===== config.mk =====
export PLATFORM = sky130hd
export DESIGN_NAME = crc_checked_upload_session_unit_flat
export DESIGN_NICKNAME = d
export VERILOG_FILES = /design/src/hdl/ccus_pkg.sv /design/src/hdl/ccus_ifs.sv /design/src/hdl/ccus_crc_unit.sv /design/src/hdl/ccus_ctrl.sv /design/src/hdl/crc_checked_upload_session_unit.sv /design/src/flat_wrapper.sv
export SDC_FILE = /design/constraint.sdc
export NUM_CORES = 1
export LEC_CHECK = 0
export ABC_AREA = 0
export ABC_CLOCK_PERIOD_IN_PS = 20600
export BUFFER_PORTS_ARGS = -buffer_cell sky130_fd_sc_hd__buf_2
export CAP_MARGIN = 30
export CORE_AREA = 2 2 285 231
export DETAILED_ROUTE_END_ITERATION = 8
export DIE_AREA = 0 0 287 233
export PLACE_DENSITY = 0.71
export SLEW_MARGIN = 30
export SYNTH_ARGS = -nofsm -noshare
export SYNTH_HDL_FRONTEND = slang
export SYNTH_HIERARCHICAL = 1
export SYNTH_SLANG_ARGS = --single-unit
export TNS_END_PERCENT = 50

===== constraint.sdc =====
create_clock -name i_clk -period 20.6 [get_ports i_clk]
set_clock_uncertainty 0.15 [all_clocks]
set_input_delay 2.06 -clock i_clk [delete_from_list [all_inputs] [get_ports i_clk]]
set_output_delay 2.06 -clock i_clk [all_outputs]
set_load 0.05 [all_outputs]

===== src/hdl/ccus_pkg.sv =====
package ccus_pkg;

    localparam int CMD_W          = 2;
    localparam int TAG_W          = 32;
    localparam int SIZE_W         = 32;
    localparam int CRC_W          = 32;
    localparam int DATA_W         = 64;
    localparam int CNT_W          = 4;
    localparam int STORE_W        = 2;
    localparam int STATUS_W       = 3;
    localparam int BYTE_W         = 8;
    localparam int BYTES_PER_ITEM = 8;

    localparam logic [CRC_W-1:0]   CRC_POLY  = 32'hEDB8_8320;
    localparam logic [CRC_W-1:0]   CRC_ONES  = 32'hFFFF_FFFF;
    localparam logic [STORE_W-1:0] STORE_OK  = 2'd0;

    typedef enum logic [CMD_W-1:0] {
        CMD_BEGIN  = 2'd0,
        CMD_DATA   = 2'd1,
        CMD_COMMIT = 2'd2,
        CMD_NONE   = 2'd3
    } t_cmd;

    typedef enum logic [STATUS_W-1:0] {
        ST_OK          = 3'd0,
        ST_BAD_STATE   = 3'd1,
        ST_BAD_CRC     = 3'd2,
        ST_NO_SPACE    = 3'd3,
        ST_IO_ERROR    = 3'd4,
        ST_UNAVAILABLE = 3'd5
    } t_status;

    typedef struct packed {
        t_status            status;
        logic [TAG_W-1:0]   echo_tag;
        logic [SIZE_W-1:0]  bytes_received;
        logic [CRC_W-1:0]   final_check;
        logic               session_open;
    } t_result;

    typedef struct packed {
        logic             start;
        logic [CNT_W-1:0] count;
    } t_crc_cmd;

    typedef struct packed {
        logic busy;
        logic done;
    } t_crc_sts;

    // storage outcome 1..3 maps onto status 3..5
    function automatic t_status store_status(input logic [STORE_W-1:0] outcome);
        return t_status'(STATUS_W'(outcome) + STATUS_W'(2));
    endfunction

    function automatic logic [CRC_W-1:0] crc_fold_byte(input logic [CRC_W-1:0] crc,
                                                       input logic [BYTE_W-1:0] data);
        logic [CRC_W-1:0] c;
        c = crc ^ CRC_W'(data);
        for (int k = 0; k < BYTE_W; k++) begin
            c = (c >> 1) ^ (c[0] ? CRC_POLY : '0);
        end
        return c;
    endfunction

endpackage


===== src/hdl/ccus_ifs.sv =====
interface ccus_req_if;
    logic                           valid;
    logic                           ready;
    logic [ccus_pkg::CMD_W-1:0]     command;
    logic [ccus_pkg::TAG_W-1:0]     transfer_tag;
    logic [ccus_pkg::SIZE_W-1:0]    byte_offset;
    logic [ccus_pkg::SIZE_W-1:0]    total_size;
    logic [ccus_pkg::CRC_W-1:0]     expected_check;
    logic [ccus_pkg::DATA_W-1:0]    data_bytes;
    logic [ccus_pkg::CNT_W-1:0]     byte_count;
    logic [ccus_pkg::STORE_W-1:0]   store_outcome;

    modport source (output valid, command, transfer_tag, byte_offset, total_size,
                    expected_check, data_bytes, byte_count, store_outcome,
                    input ready);
    modport sink (input valid, command, transfer_tag, byte_offset, total_size,
                  expected_check, data_bytes, byte_count, store_outcome,
                  output ready);
endinterface

interface ccus_rsp_if;
    logic                           valid;
    logic                           ready;
    logic [ccus_pkg::STATUS_W-1:0]  status;
    logic [ccus_pkg::TAG_W-1:0]     echo_tag;
    logic [ccus_pkg::SIZE_W-1:0]    bytes_received;
    logic [ccus_pkg::CRC_W-1:0]     final_check;
    logic                           session_open;

    modport source (output valid, status, echo_tag, bytes_received, final_check,
                    session_open, input ready);
    modport sink (input valid, status, echo_tag, bytes_received, final_check,
                  session_open, output ready);
endinterface

interface ccus_cfg_if;
    logic valid;
    logic ready;
    logic service_available;

    modport source (output valid, service_available, input ready);
    modport sink (input valid, service_available, output ready);
endinterface


===== src/hdl/ccus_crc_unit.sv =====
module ccus_crc_unit (
    input  logic                         i_clk,
    input  logic                         i_rst_n,
    input  ccus_pkg::t_crc_cmd           i_cmd,
    input  logic [ccus_pkg::CRC_W-1:0]   i_crc_init,
    input  logic [ccus_pkg::DATA_W-1:0]  i_data,
    output ccus_pkg::t_crc_sts           o_sts,
    output logic [ccus_pkg::CRC_W-1:0]   o_crc
);
    import ccus_pkg::*;

    logic [CRC_W-1:0]  r_crc;
    logic [DATA_W-1:0] r_data;
    logic [CNT_W-1:0]  r_left;
    logic              r_done;

    always_ff @(posedge i_clk) begin
        if (!i_rst_n) begin
            r_left <= '0;
            r_done <= 1'b0;
        end else if (i_cmd.start) begin
            r_left <= i_cmd.count;
            r_done <= 1'b0;
        end else if (r_left != '0) begin
            r_left <= r_left - CNT_W'(1);
            r_done <= (r_left == CNT_W'(1));
        end else begin
            r_done <= 1'b0;
        end
    end

    // fold the low byte each cycle, then shift the next one down
    always_ff @(posedge i_clk) begin
        if (i_cmd.start) begin
            r_crc  <= i_crc_init;
            r_data <= i_data;
        end else if (r_left != '0) begin
            r_crc  <= crc_fold_byte(r_crc, r_data[BYTE_W-1:0]);
            r_data <= r_data >> BYTE_W;
        end
    end

    assign o_sts.busy = (r_left != '0);
    assign o_sts.done = r_done;
    assign o_crc      = r_crc;

endmodule


===== src/hdl/ccus_ctrl.sv =====
module ccus_ctrl (
    input  logic                         i_clk,
    input  logic                         i_rst_n,
    input  logic                         i_service_available,
    ccus_req_if.sink                     i_req,
    input  ccus_pkg::t_crc_sts           i_crc_sts,
    input  logic [ccus_pkg::CRC_W-1:0]   i_crc,
    output ccus_pkg::t_crc_cmd           o_crc_cmd,
    output logic [ccus_pkg::CRC_W-1:0]   o_crc_init,
    output logic [ccus_pkg::DATA_W-1:0]  o_crc_data,
    output logic                         o_res_valid,
    input  logic                         i_res_ready,
    output ccus_pkg::t_result            o_res
);
    import ccus_pkg::*;

    typedef enum logic [3:0] {
        S_IDLE = 4'b0001,
        S_EVAL = 4'b0010,
        S_FOLD = 4'b0100,
        S_DONE = 4'b1000
    } t_state;

    t_state r_state, n_state;

    // captured request
    t_cmd               r_cmd;
    logic [TAG_W-1:0]   r_tag;
    logic [SIZE_W-1:0]  r_off;
    logic [SIZE_W-1:0]  r_size;
    logic [CRC_W-1:0]   r_check;
    logic [DATA_W-1:0]  r_data;
    logic [CNT_W-1:0]   r_count;
    logic [STORE_W-1:0] r_store;

    // session state
    logic               r_open,     n_open;
    logic [TAG_W-1:0]   r_stag,     n_stag;
    logic [SIZE_W-1:0]  r_exp_tot,  n_exp_tot;
    logic [CRC_W-1:0]   r_exp_crc,  n_exp_crc;
    logic [SIZE_W-1:0]  r_rcv,      n_rcv;
    logic [CRC_W-1:0]   r_run_crc,  n_run_crc;

    t_result            r_res,      n_res;

    logic               data_bad;
    logic               commit_bad;
    logic [CRC_W-1:0]   crc_final;
    logic [SIZE_W:0]    data_end;

    assign data_end   = {1'b0, r_off} + (SIZE_W+1)'(r_count);
    assign data_bad   = (r_count > CNT_W'(BYTES_PER_ITEM)) || !r_open || (r_tag != r_stag) ||
                        (r_off != r_rcv) || (data_end > {1'b0, r_exp_tot});
    assign crc_final  = r_run_crc ^ CRC_ONES;
    assign commit_bad = !r_open || (r_tag != r_stag) || (r_rcv != r_exp_tot);

    always_comb begin
        n_state   = r_state;
        n_open    = r_open;
        n_stag    = r_stag;
        n_exp_tot = r_exp_tot;
        n_exp_crc = r_exp_crc;
        n_rcv     = r_rcv;
        n_run_crc = r_run_crc;
        n_res     = r_res;
        o_crc_cmd = '0;
        case (r_state)
            S_IDLE: begin
                if (i_req.valid) begin
                    n_state = S_EVAL;
                end
            end
            S_EVAL: begin
                n_res   = '0;
                n_state = S_DONE;
                if (!i_service_available || r_cmd == CMD_NONE) begin
                    n_res.status = ST_UNAVAILABLE;
                end else begin
                    case (r_cmd)
                        CMD_BEGIN: begin
                            n_open    = 1'b0;
                            n_stag    = '0;
                            n_exp_tot = '0;
                            n_rcv     = '0;
                            n_run_crc = CRC_ONES;
                            if (r_store != STORE_OK) begin
                                n_res.status = store_status(r_store);
                            end else begin
                                n_open           = 1'b1;
                                n_stag           = r_tag;
                                n_exp_tot        = r_size;
                                n_exp_crc        = r_check;
                                n_res.echo_tag   = r_tag;
                            end
                        end
                        CMD_DATA: begin
                            if (data_bad) begin
                                n_res.status = ST_BAD_STATE;
                            end else if (r_store != STORE_OK) begin
                                n_res.status = store_status(r_store);
                                n_open       = 1'b0;
                                n_stag       = '0;
                                n_exp_tot    = '0;
                                n_rcv        = '0;
                                n_run_crc    = CRC_ONES;
                            end else begin
                                n_rcv                = r_rcv + SIZE_W'(r_count);
                                n_res.echo_tag       = r_tag;
                                n_res.bytes_received = r_rcv + SIZE_W'(r_count);
                                if (r_count != '0) begin
                                    o_crc_cmd.start = 1'b1;
                                    o_crc_cmd.count = r_count;
                                    n_state         = S_FOLD;
                                end
                            end
                        end
                        CMD_COMMIT: begin
                            if (commit_bad) begin
                                n_res.status = ST_BAD_STATE;
                            end else if (crc_final != r_exp_crc) begin
                                n_res.status = ST_BAD_CRC;
                                n_open       = 1'b0;
                                n_stag       = '0;
                                n_exp_tot    = '0;
                                n_rcv        = '0;
                                n_run_crc    = CRC_ONES;
                            end else begin
                                n_open = 1'b0;
                                if (r_store != STORE_OK) begin
                                    n_res.status = store_status(r_store);
                                end else begin
                                    n_res.echo_tag       = r_tag;
                                    n_res.bytes_received = r_rcv;
                                    n_res.final_check    = crc_final;
                                    n_stag               = '0;
                                end
                            end
                        end
                        default: begin
                            n_res.status = ST_UNAVAILABLE;
                        end
                    endcase
                end
                n_res.session_open = n_open;
            end
            S_FOLD: begin
                // hold until the last byte has been folded
                if (i_crc_sts.done) begin
                    n_run_crc = i_crc;
                    n_state   = S_DONE;
                end
            end
            S_DONE: begin
                if (i_res_ready) begin
                    n_state = S_IDLE;
                end
            end
            default: begin
                n_state = S_IDLE;
            end
        endcase
    end

    always_ff @(posedge i_clk) begin
        if (!i_rst_n) begin
            r_state   <= S_IDLE;
            r_open    <= 1'b0;
            r_stag    <= '0;
            r_exp_tot <= '0;
            r_exp_crc <= '0;
            r_rcv     <= '0;
            r_run_crc <= CRC_ONES;
        end else begin
            r_state   <= n_state;
            r_open    <= n_open;
            r_stag    <= n_stag;
            r_exp_tot <= n_exp_tot;
            r_exp_crc <= n_exp_crc;
            r_rcv     <= n_rcv;
            r_run_crc <= n_run_crc;
        end
    end

    always_ff @(posedge i_clk) begin
        r_res <= n_res;
        if (i_req.valid && i_req.ready) begin
            r_cmd   <= t_cmd'(i_req.command);
            r_tag   <= i_req.transfer_tag;
            r_off   <= i_req.byte_offset;
            r_size  <= i_req.total_size;
            r_check <= i_req.expected_check;
            r_data  <= i_req.data_bytes;
            r_count <= i_req.byte_count;
            r_store <= i_req.store_outcome;
        end
    end

    assign i_req.ready  = (r_state == S_IDLE);
    assign o_crc_init   = r_run_crc;
    assign o_crc_data   = r_data;
    assign o_res_valid  = (r_state == S_DONE);
    assign o_res        = r_res;

endmodule


===== src/hdl/crc_checked_upload_session_unit.sv =====
// Channel    Dir  Handshake      Payload
// i_req      in   valid/ready    command, tag, offset, size, expected crc, data, count, store
// o_rsp      out  valid/ready    status, echo tag, bytes received, final crc, session open
// i_cfg      in   valid/ready    service_available (always ready)
//
// A request steps through idle, evaluate and done; a data request that folds bytes
// also waits in the fold step on the byte-serial CRC unit; ready is high only while idle.
// A finished response sits in the output register while the next request is taken.
// Reset (synchronous, active low) closes the session and sets the running CRC to all ones.
// A stalled response holds the sequencer in its done step until the output register frees.
module crc_checked_upload_session_unit (
    input  logic         i_clk,
    input  logic         i_rst_n,
    ccus_req_if.sink     i_req,
    ccus_rsp_if.source   o_rsp,
    ccus_cfg_if.sink     i_cfg
);
    import ccus_pkg::*;

    logic               r_svc;
    logic               r_out_valid;
    t_result            r_out;

    t_crc_cmd           crc_cmd;
    t_crc_sts           crc_sts;
    logic [CRC_W-1:0]   crc_init;
    logic [DATA_W-1:0]  crc_data;
    logic [CRC_W-1:0]   crc_value;
    logic               res_valid;
    logic               res_ready;
    t_result            res;

    ccus_ctrl u_ctrl (
        .i_clk               (i_clk),
        .i_rst_n             (i_rst_n),
        .i_service_available (r_svc),
        .i_req               (i_req),
        .i_crc_sts           (crc_sts),
        .i_crc               (crc_value),
        .o_crc_cmd           (crc_cmd),
        .o_crc_init          (crc_init),
        .o_crc_data          (crc_data),
        .o_res_valid         (res_valid),
        .i_res_ready         (res_ready),
        .o_res               (res)
    );

    ccus_crc_unit u_crc (
        .i_clk      (i_clk),
        .i_rst_n    (i_rst_n),
        .i_cmd      (crc_cmd),
        .i_crc_init (crc_init),
        .i_data     (crc_data),
        .o_sts      (crc_sts),
        .o_crc      (crc_value)
    );

    always_ff @(posedge i_clk) begin
        if (!i_rst_n) begin
            r_svc <= 1'b0;
        end else if (i_cfg.valid) begin
            r_svc <= i_cfg.service_available;
        end
    end

    assign i_cfg.ready = 1'b1;

    // output register: load when empty or being drained
    assign res_ready = !r_out_valid || o_rsp.ready;

    always_ff @(posedge i_clk) begin
        if (!i_rst_n) begin
            r_out_valid <= 1'b0;
        end else if (res_valid && res_ready) begin
            r_out_valid <= 1'b1;
        end else if (o_rsp.ready) begin
            r_out_valid <= 1'b0;
        end
    end

    always_ff @(posedge i_clk) begin
        if (res_valid && res_ready) begin
            r_out <= res;
        end
    end

    assign o_rsp.valid          = r_out_valid;
    assign o_rsp.status         = r_out.status;
    assign o_rsp.echo_tag       = r_out.echo_tag;
    assign o_rsp.bytes_received = r_out.bytes_received;
    assign o_rsp.final_check    = r_out.final_check;
    assign o_rsp.session_open   = r_out.session_open;

endmodule


===== src/flat_wrapper.sv =====
// flat-port wrapper written by rule: the top's interface ports become plain ports
module crc_checked_upload_session_unit_flat import ccus_pkg::*;
  (i_clk, i_rst_n, i_req_valid, i_req_command, i_req_transfer_tag, i_req_byte_offset, i_req_total_size, i_req_expected_check, i_req_data_bytes, i_req_byte_count, i_req_store_outcome, i_req_ready, o_rsp_valid, o_rsp_status, o_rsp_echo_tag, o_rsp_bytes_received, o_rsp_final_check, o_rsp_session_open, o_rsp_ready, i_cfg_valid, i_cfg_service_available, i_cfg_ready);
  ccus_req_if i_req_i ();
  ccus_rsp_if o_rsp_i ();
  ccus_cfg_if i_cfg_i ();
  input  logic i_clk;
  input  logic i_rst_n;
  input wire logic [$bits(i_req_i.valid)-1:0] i_req_valid;
  input wire logic [$bits(i_req_i.command)-1:0] i_req_command;
  input wire logic [$bits(i_req_i.transfer_tag)-1:0] i_req_transfer_tag;
  input wire logic [$bits(i_req_i.byte_offset)-1:0] i_req_byte_offset;
  input wire logic [$bits(i_req_i.total_size)-1:0] i_req_total_size;
  input wire logic [$bits(i_req_i.expected_check)-1:0] i_req_expected_check;
  input wire logic [$bits(i_req_i.data_bytes)-1:0] i_req_data_bytes;
  input wire logic [$bits(i_req_i.byte_count)-1:0] i_req_byte_count;
  input wire logic [$bits(i_req_i.store_outcome)-1:0] i_req_store_outcome;
  output wire logic [$bits(i_req_i.ready)-1:0] i_req_ready;
  output wire logic [$bits(o_rsp_i.valid)-1:0] o_rsp_valid;
  output wire logic [$bits(o_rsp_i.status)-1:0] o_rsp_status;
  output wire logic [$bits(o_rsp_i.echo_tag)-1:0] o_rsp_echo_tag;
  output wire logic [$bits(o_rsp_i.bytes_received)-1:0] o_rsp_bytes_received;
  output wire logic [$bits(o_rsp_i.final_check)-1:0] o_rsp_final_check;
  output wire logic [$bits(o_rsp_i.session_open)-1:0] o_rsp_session_open;
  input wire logic [$bits(o_rsp_i.ready)-1:0] o_rsp_ready;
  input wire logic [$bits(i_cfg_i.valid)-1:0] i_cfg_valid;
  input wire logic [$bits(i_cfg_i.service_available)-1:0] i_cfg_service_available;
  output wire logic [$bits(i_cfg_i.ready)-1:0] i_cfg_ready;
  assign i_req_i.valid = i_req_valid;
  assign i_req_i.command = i_req_command;
  assign i_req_i.transfer_tag = i_req_transfer_tag;
  assign i_req_i.byte_offset = i_req_byte_offset;
  assign i_req_i.total_size = i_req_total_size;
  assign i_req_i.expected_check = i_req_expected_check;
  assign i_req_i.data_bytes = i_req_data_bytes;
  assign i_req_i.byte_count = i_req_byte_count;
  assign i_req_i.store_outcome = i_req_store_outcome;
  assign i_req_ready = i_req_i.ready;
  assign o_rsp_valid = o_rsp_i.valid;
  assign o_rsp_status = o_rsp_i.status;
  assign o_rsp_echo_tag = o_rsp_i.echo_tag;
  assign o_rsp_bytes_received = o_rsp_i.bytes_received;
  assign o_rsp_final_check = o_rsp_i.final_check;
  assign o_rsp_session_open = o_rsp_i.session_open;
  assign o_rsp_i.ready = o_rsp_ready;
  assign i_cfg_i.valid = i_cfg_valid;
  assign i_cfg_i.service_available = i_cfg_service_available;
  assign i_cfg_ready = i_cfg_i.ready;
  crc_checked_upload_session_unit u_core (.i_clk(i_clk), .i_rst_n(i_rst_n), .i_req(i_req_i), .o_rsp(o_rsp_i), .i_cfg(i_cfg_i));
endmodule

==> summary.md <==
| Metric | Value |
|---|---|
| Placed instance area | `slightly above 30,000 sq um` |
| Final min period | `approximately 7.3 ns` |
| Critical Path, Cell by Cell | `ha_1 -> inv_1 -> fa_1 -> nor2b_1 -> o31a_1 -> and2_1 -> nor2b_1 -> nand2_1 -> xnor2_1 -> ha_1 -> and3_1 -> a221o_1 -> nand2_1 -> nand4_1 -> o21ai_0 -> and2_1 -> nand3_1 -> inv_4 -> nor3_1 -> nand2_4 -> buf_4` |
| Register Area | `around 18,000 sq um` |
| Slowest cell delay on critical path | `about 0.68 ns` |
| 1st-pass router iterations | `5` |
| Syn nets | `between 2,000 and 2,500` |
| CTS tree | `done` |
| DRC violations left | `0` |
| Htree depth | `3` |
| Asr flop ratio synth | `0` |
| Inserted Diodes | `0` |
| Critical R2R Launch | `u_core/u_ctrl/r_count[0]$_DFFE_PP_` |
| Max reg flops | `100` |
| Rows | `83` |
| FF-to-FF setup slack | `13.26 ns` |
| RR Endpoint | `u_core/u_crc/r_data[50]$_DFFE_PP_` |
| # hold bufs at CTS | `0` |
| Clk root buf | `clkbuf_16` |
| Min-Delay Path Depth | `0` |
| Post-Route WL | `slightly below 70,000 microns` |
| Fill cells | `between 5,000 and 6,000` |
| Clk buf depth | `3` |
| Post-synth EDFFs | `around 500` |
| Avg Synthesized Cell Area | `between 10 and 15 sq um` |
| Via count of the first global-routing pass | `17,700` |
| Slowest-stage cell, CP | `buf_4` |
| Seq/Total Area, Yosys | `0.643` |
| Initial antenna violation count | `0` |
| Finished Cell Area | `roughly 33,000 sq um` |
| Synth unique cells | `a little under 80` |
| Req. time, crit path | `approximately 21 ns` |
| Port Buffer Count | `roughly 310` |
| Pwr Density | `~140 nW/um^2` |
| Multi-input gate area | `between 9000 and 10,000 sq um` |
| I/O pin total | `309` |
| Core ar. | `63,800 sq um` |
| Setup TNS | `0 ns` |
| Internal | `about 3200 uW` |
| Routed length on met3 | `5340 microns` |
| Largest cells by area after synthesis | `edfxtp_1, dfxtp_1, xnor2_1` |
| Share of the synthesized area in the top cell type | `0.522` |
| Seq pwr share | `0.444` |
| Hold Crit Endpoint | `u_core/o_rsp.bytes_received[1]$_DFFE_PP_` |
| Fmax achieved | `0.136 GHz` |
| Leakage | `approximately 0.012 uW` |
| Combinational Power Share | `0.285` |
| Max_slew headroom | `0.400` |
| Die X-Extent | `around 290 microns` |
| Synth-to-Final Area Change | `16.1%` |
| Metal1 wirelength | `roughly 31,000 microns` |
| Slew at the pin closest to its max-slew limit | `about 0.90 ns` |
| CP arrival | `~7.4 ns` |
| Worst R2R Path Depth | `21` |
| Psw | `1380 uW` |
| Die area | `between 60,000 and 70,000 sq um` |
| Pins Over Slew Limit | `0` |
| Sw Share | `0.299` |
| Most numerous cell in the Yosys netlist | `edfxtp_1` |
| Crit Path Max Fanout | `61` |
| Maximum vdd drop | `0.139 mV` |
| WS Path Type | `register to register` |
| Overflow after GRT | `0` |
| DR vias | `around 18,000` |
| Vias per cell | `around 5.4` |
| Placer Congestion | `a little under 0.9` |
| Crit path buffers/inverters | `3` |
| Total GRT Usage | `0.205` |
| Most frequent cells after synthesis | `edfxtp_1, nand2_1, dfxtp_1, xnor2_1, clkbuf_1` |
| Clk slew on worst S/H paths | `about 0.060 ns` |
| Post-CTS Setup Inserts | `0` |
| Yosys reg bits | `between 600 and 700` |
| Final hold violations | `0` |
| Final setup viols | `0` |
| Initial Util | `0.447` |
| Yosys warning count | `6` |
| Iteration-0 DRC Markers | `1,613` |
| Final antenna-violating net count | `0` |
| Syn Inst Count | `between 2,000 and 2,500` |
| RSZ-0062 raised after global routing | `false` |
| CP Capture Type | `register` |
| Worst-skew pair later-pin latency | `between 0.6 and 0.7 ns` |
| Clock power share | `0.271` |
| CP top delay family | `simple AND/OR/NAND/NOR gates` |
| Hold crit path type | `register to register` |
| TritonCTS Buffers | `between 60 and 70` |
| Biggest area consumer among synthesized cells | `edfxtp_1` |
| Clock Sinks | `~670` |
| Met2 routed WL | `approximately 30,000 microns` |
| Layout cells sized above 1 | `0.208` |
| Post-DP HPWL | `49,000 microns` |
| Status | `finished, final reports clean` |
| Die Y | `between 200 and 250 microns` |
| Crit share post-route | `0.356` |
| Final nets | `2,727` |
| CP Launch Type | `register` |
| Pin count of the biggest net entering global routing | `~140` |
| Top sig layer | `met4` |
| Hold_sp | `u_core/u_ctrl/o_res[34]$_SDFFCE_PP0P_` |
| PostCTS Resize Cnt | `0` |
| Max-cap violations | `0` |
| Drt wl/cell | `roughly 20 microns` |
| First-pass GRT wire length | `~100,000 microns` |
| Synth Flop Type | `edfxtp_1` |
| Mapped cell area | `between 20,000 and 30,000 sq um` |
power by group through the flow:
stage               Sequential (uW)  Clock, uW  Combinational, uW
floorplan                      2060          0               1000
global placement               2060          0               1260
detailed placement             2070          0               1300
CTS                            2050       1280               1310
global route                   2070       1330               1430
finish                         2050       1250               1310
cell families (layout without fill, tap and decap cells):
kind of cell,Yosys count,after routing,share of synthesized area
XOR/XNOR,233,233,0.0859
other,1,1,0.000132
buffers and inverters,170,503,0.0240
flip-flops,668,668,0.643
adder cells (fa/ha/maj),49,49,0.0220
AO/OA/AOI/OAI,266,266,0.0620
AND/OR/NAND/NOR,676,676,0.114
multiplexers,131,131,0.0486
final cells by class:
type,count,area share
clock buffers,91,0.0578
flip-flops and latches,668,0.554
repair buffers,324,0.0509
inverters,53,0.00616
clock inverters,35,0.0109
well taps,850,0.0321
multi-input cells,1356,0.288
routing by layer:
metal,vias to the layer above,global-route usage
met2,682,0.307
met4,0,0.0672
met1,8760,0.296
met5,-,0
met3,141,0.0459
li1,8495,-
through the flow:
step	hold slack, ns	std cells	worst slack (ns)	util	power, uW
floorplan	0.250	2194	12.98	-	3060
finish	0.265	3377	13.26	0.519	4610
global placement	0.250	3249	13.33	0.483	3330
global route	0.272	3377	12.75	0.519	4830
CTS	0.257	3377	13.20	0.519	4640
detailed placement	0.255	3251	13.25	0.483	3370
worst max path at each step:
stage	startpoint	endpoint	slack, ns	cells past startpoint
final	u_core/u_ctrl/r_count[0]$_DFFE_PP_	u_core/u_crc/r_data[50]$_DFFE_PP_	13.26	21
after global routing	u_core/u_ctrl/r_count[0]$_DFFE_PP_	u_core/u_crc/r_data[50]$_DFFE_PP_	12.75	21
after CTS	u_core/u_ctrl/r_count[0]$_DFFE_PP_	u_core/u_crc/r_data[49]$_DFFE_PP_	13.20	21
after detailed placement	u_core/u_ctrl/r_count[0]$_DFFE_PP_	u_core/u_crc/r_data[59]$_SDFFCE_PN0P_	13.25	21
after global placement	u_core/u_ctrl/r_count[0]$_DFFE_PP_	u_core/u_crc/r_data[61]$_SDFFCE_PN0P_	13.33	21
after floorplan	u_core/u_ctrl/r_state[0]$_SDFFE_PN1P_	u_core/u_ctrl/o_crc_data[0]$_DFFE_PP_	12.98	2
cell usage in the layout, fill, tap and decap left out, drive strengths merged, types with 14 or more instances in the layout:
| cell | count |
|---|---|
| edfxtp | 496 |
| buf | 324 |
| nand2 | 304 |
| dfxtp | 172 |
| xnor2 | 168 |
| nor2 | 92 |
| clkbuf | 91 |
| a21oi | 77 |
| mux2i | 71 |
| mux2 | 60 |
| inv | 60 |
| o21ai | 57 |
| nand3 | 52 |
| and2 | 51 |
| xor2 | 48 |
| ha | 47 |
| nand4 | 44 |
| o22a | 32 |
| nor3 | 29 |
| nor4 | 28 |
| o31ai | 20 |
| clkinv | 18 |
| and3 | 16 |
| xnor3 | 15 |
| a211o | 14 |
| and4 | 14 |
Power figures use the tool's default switching activity.
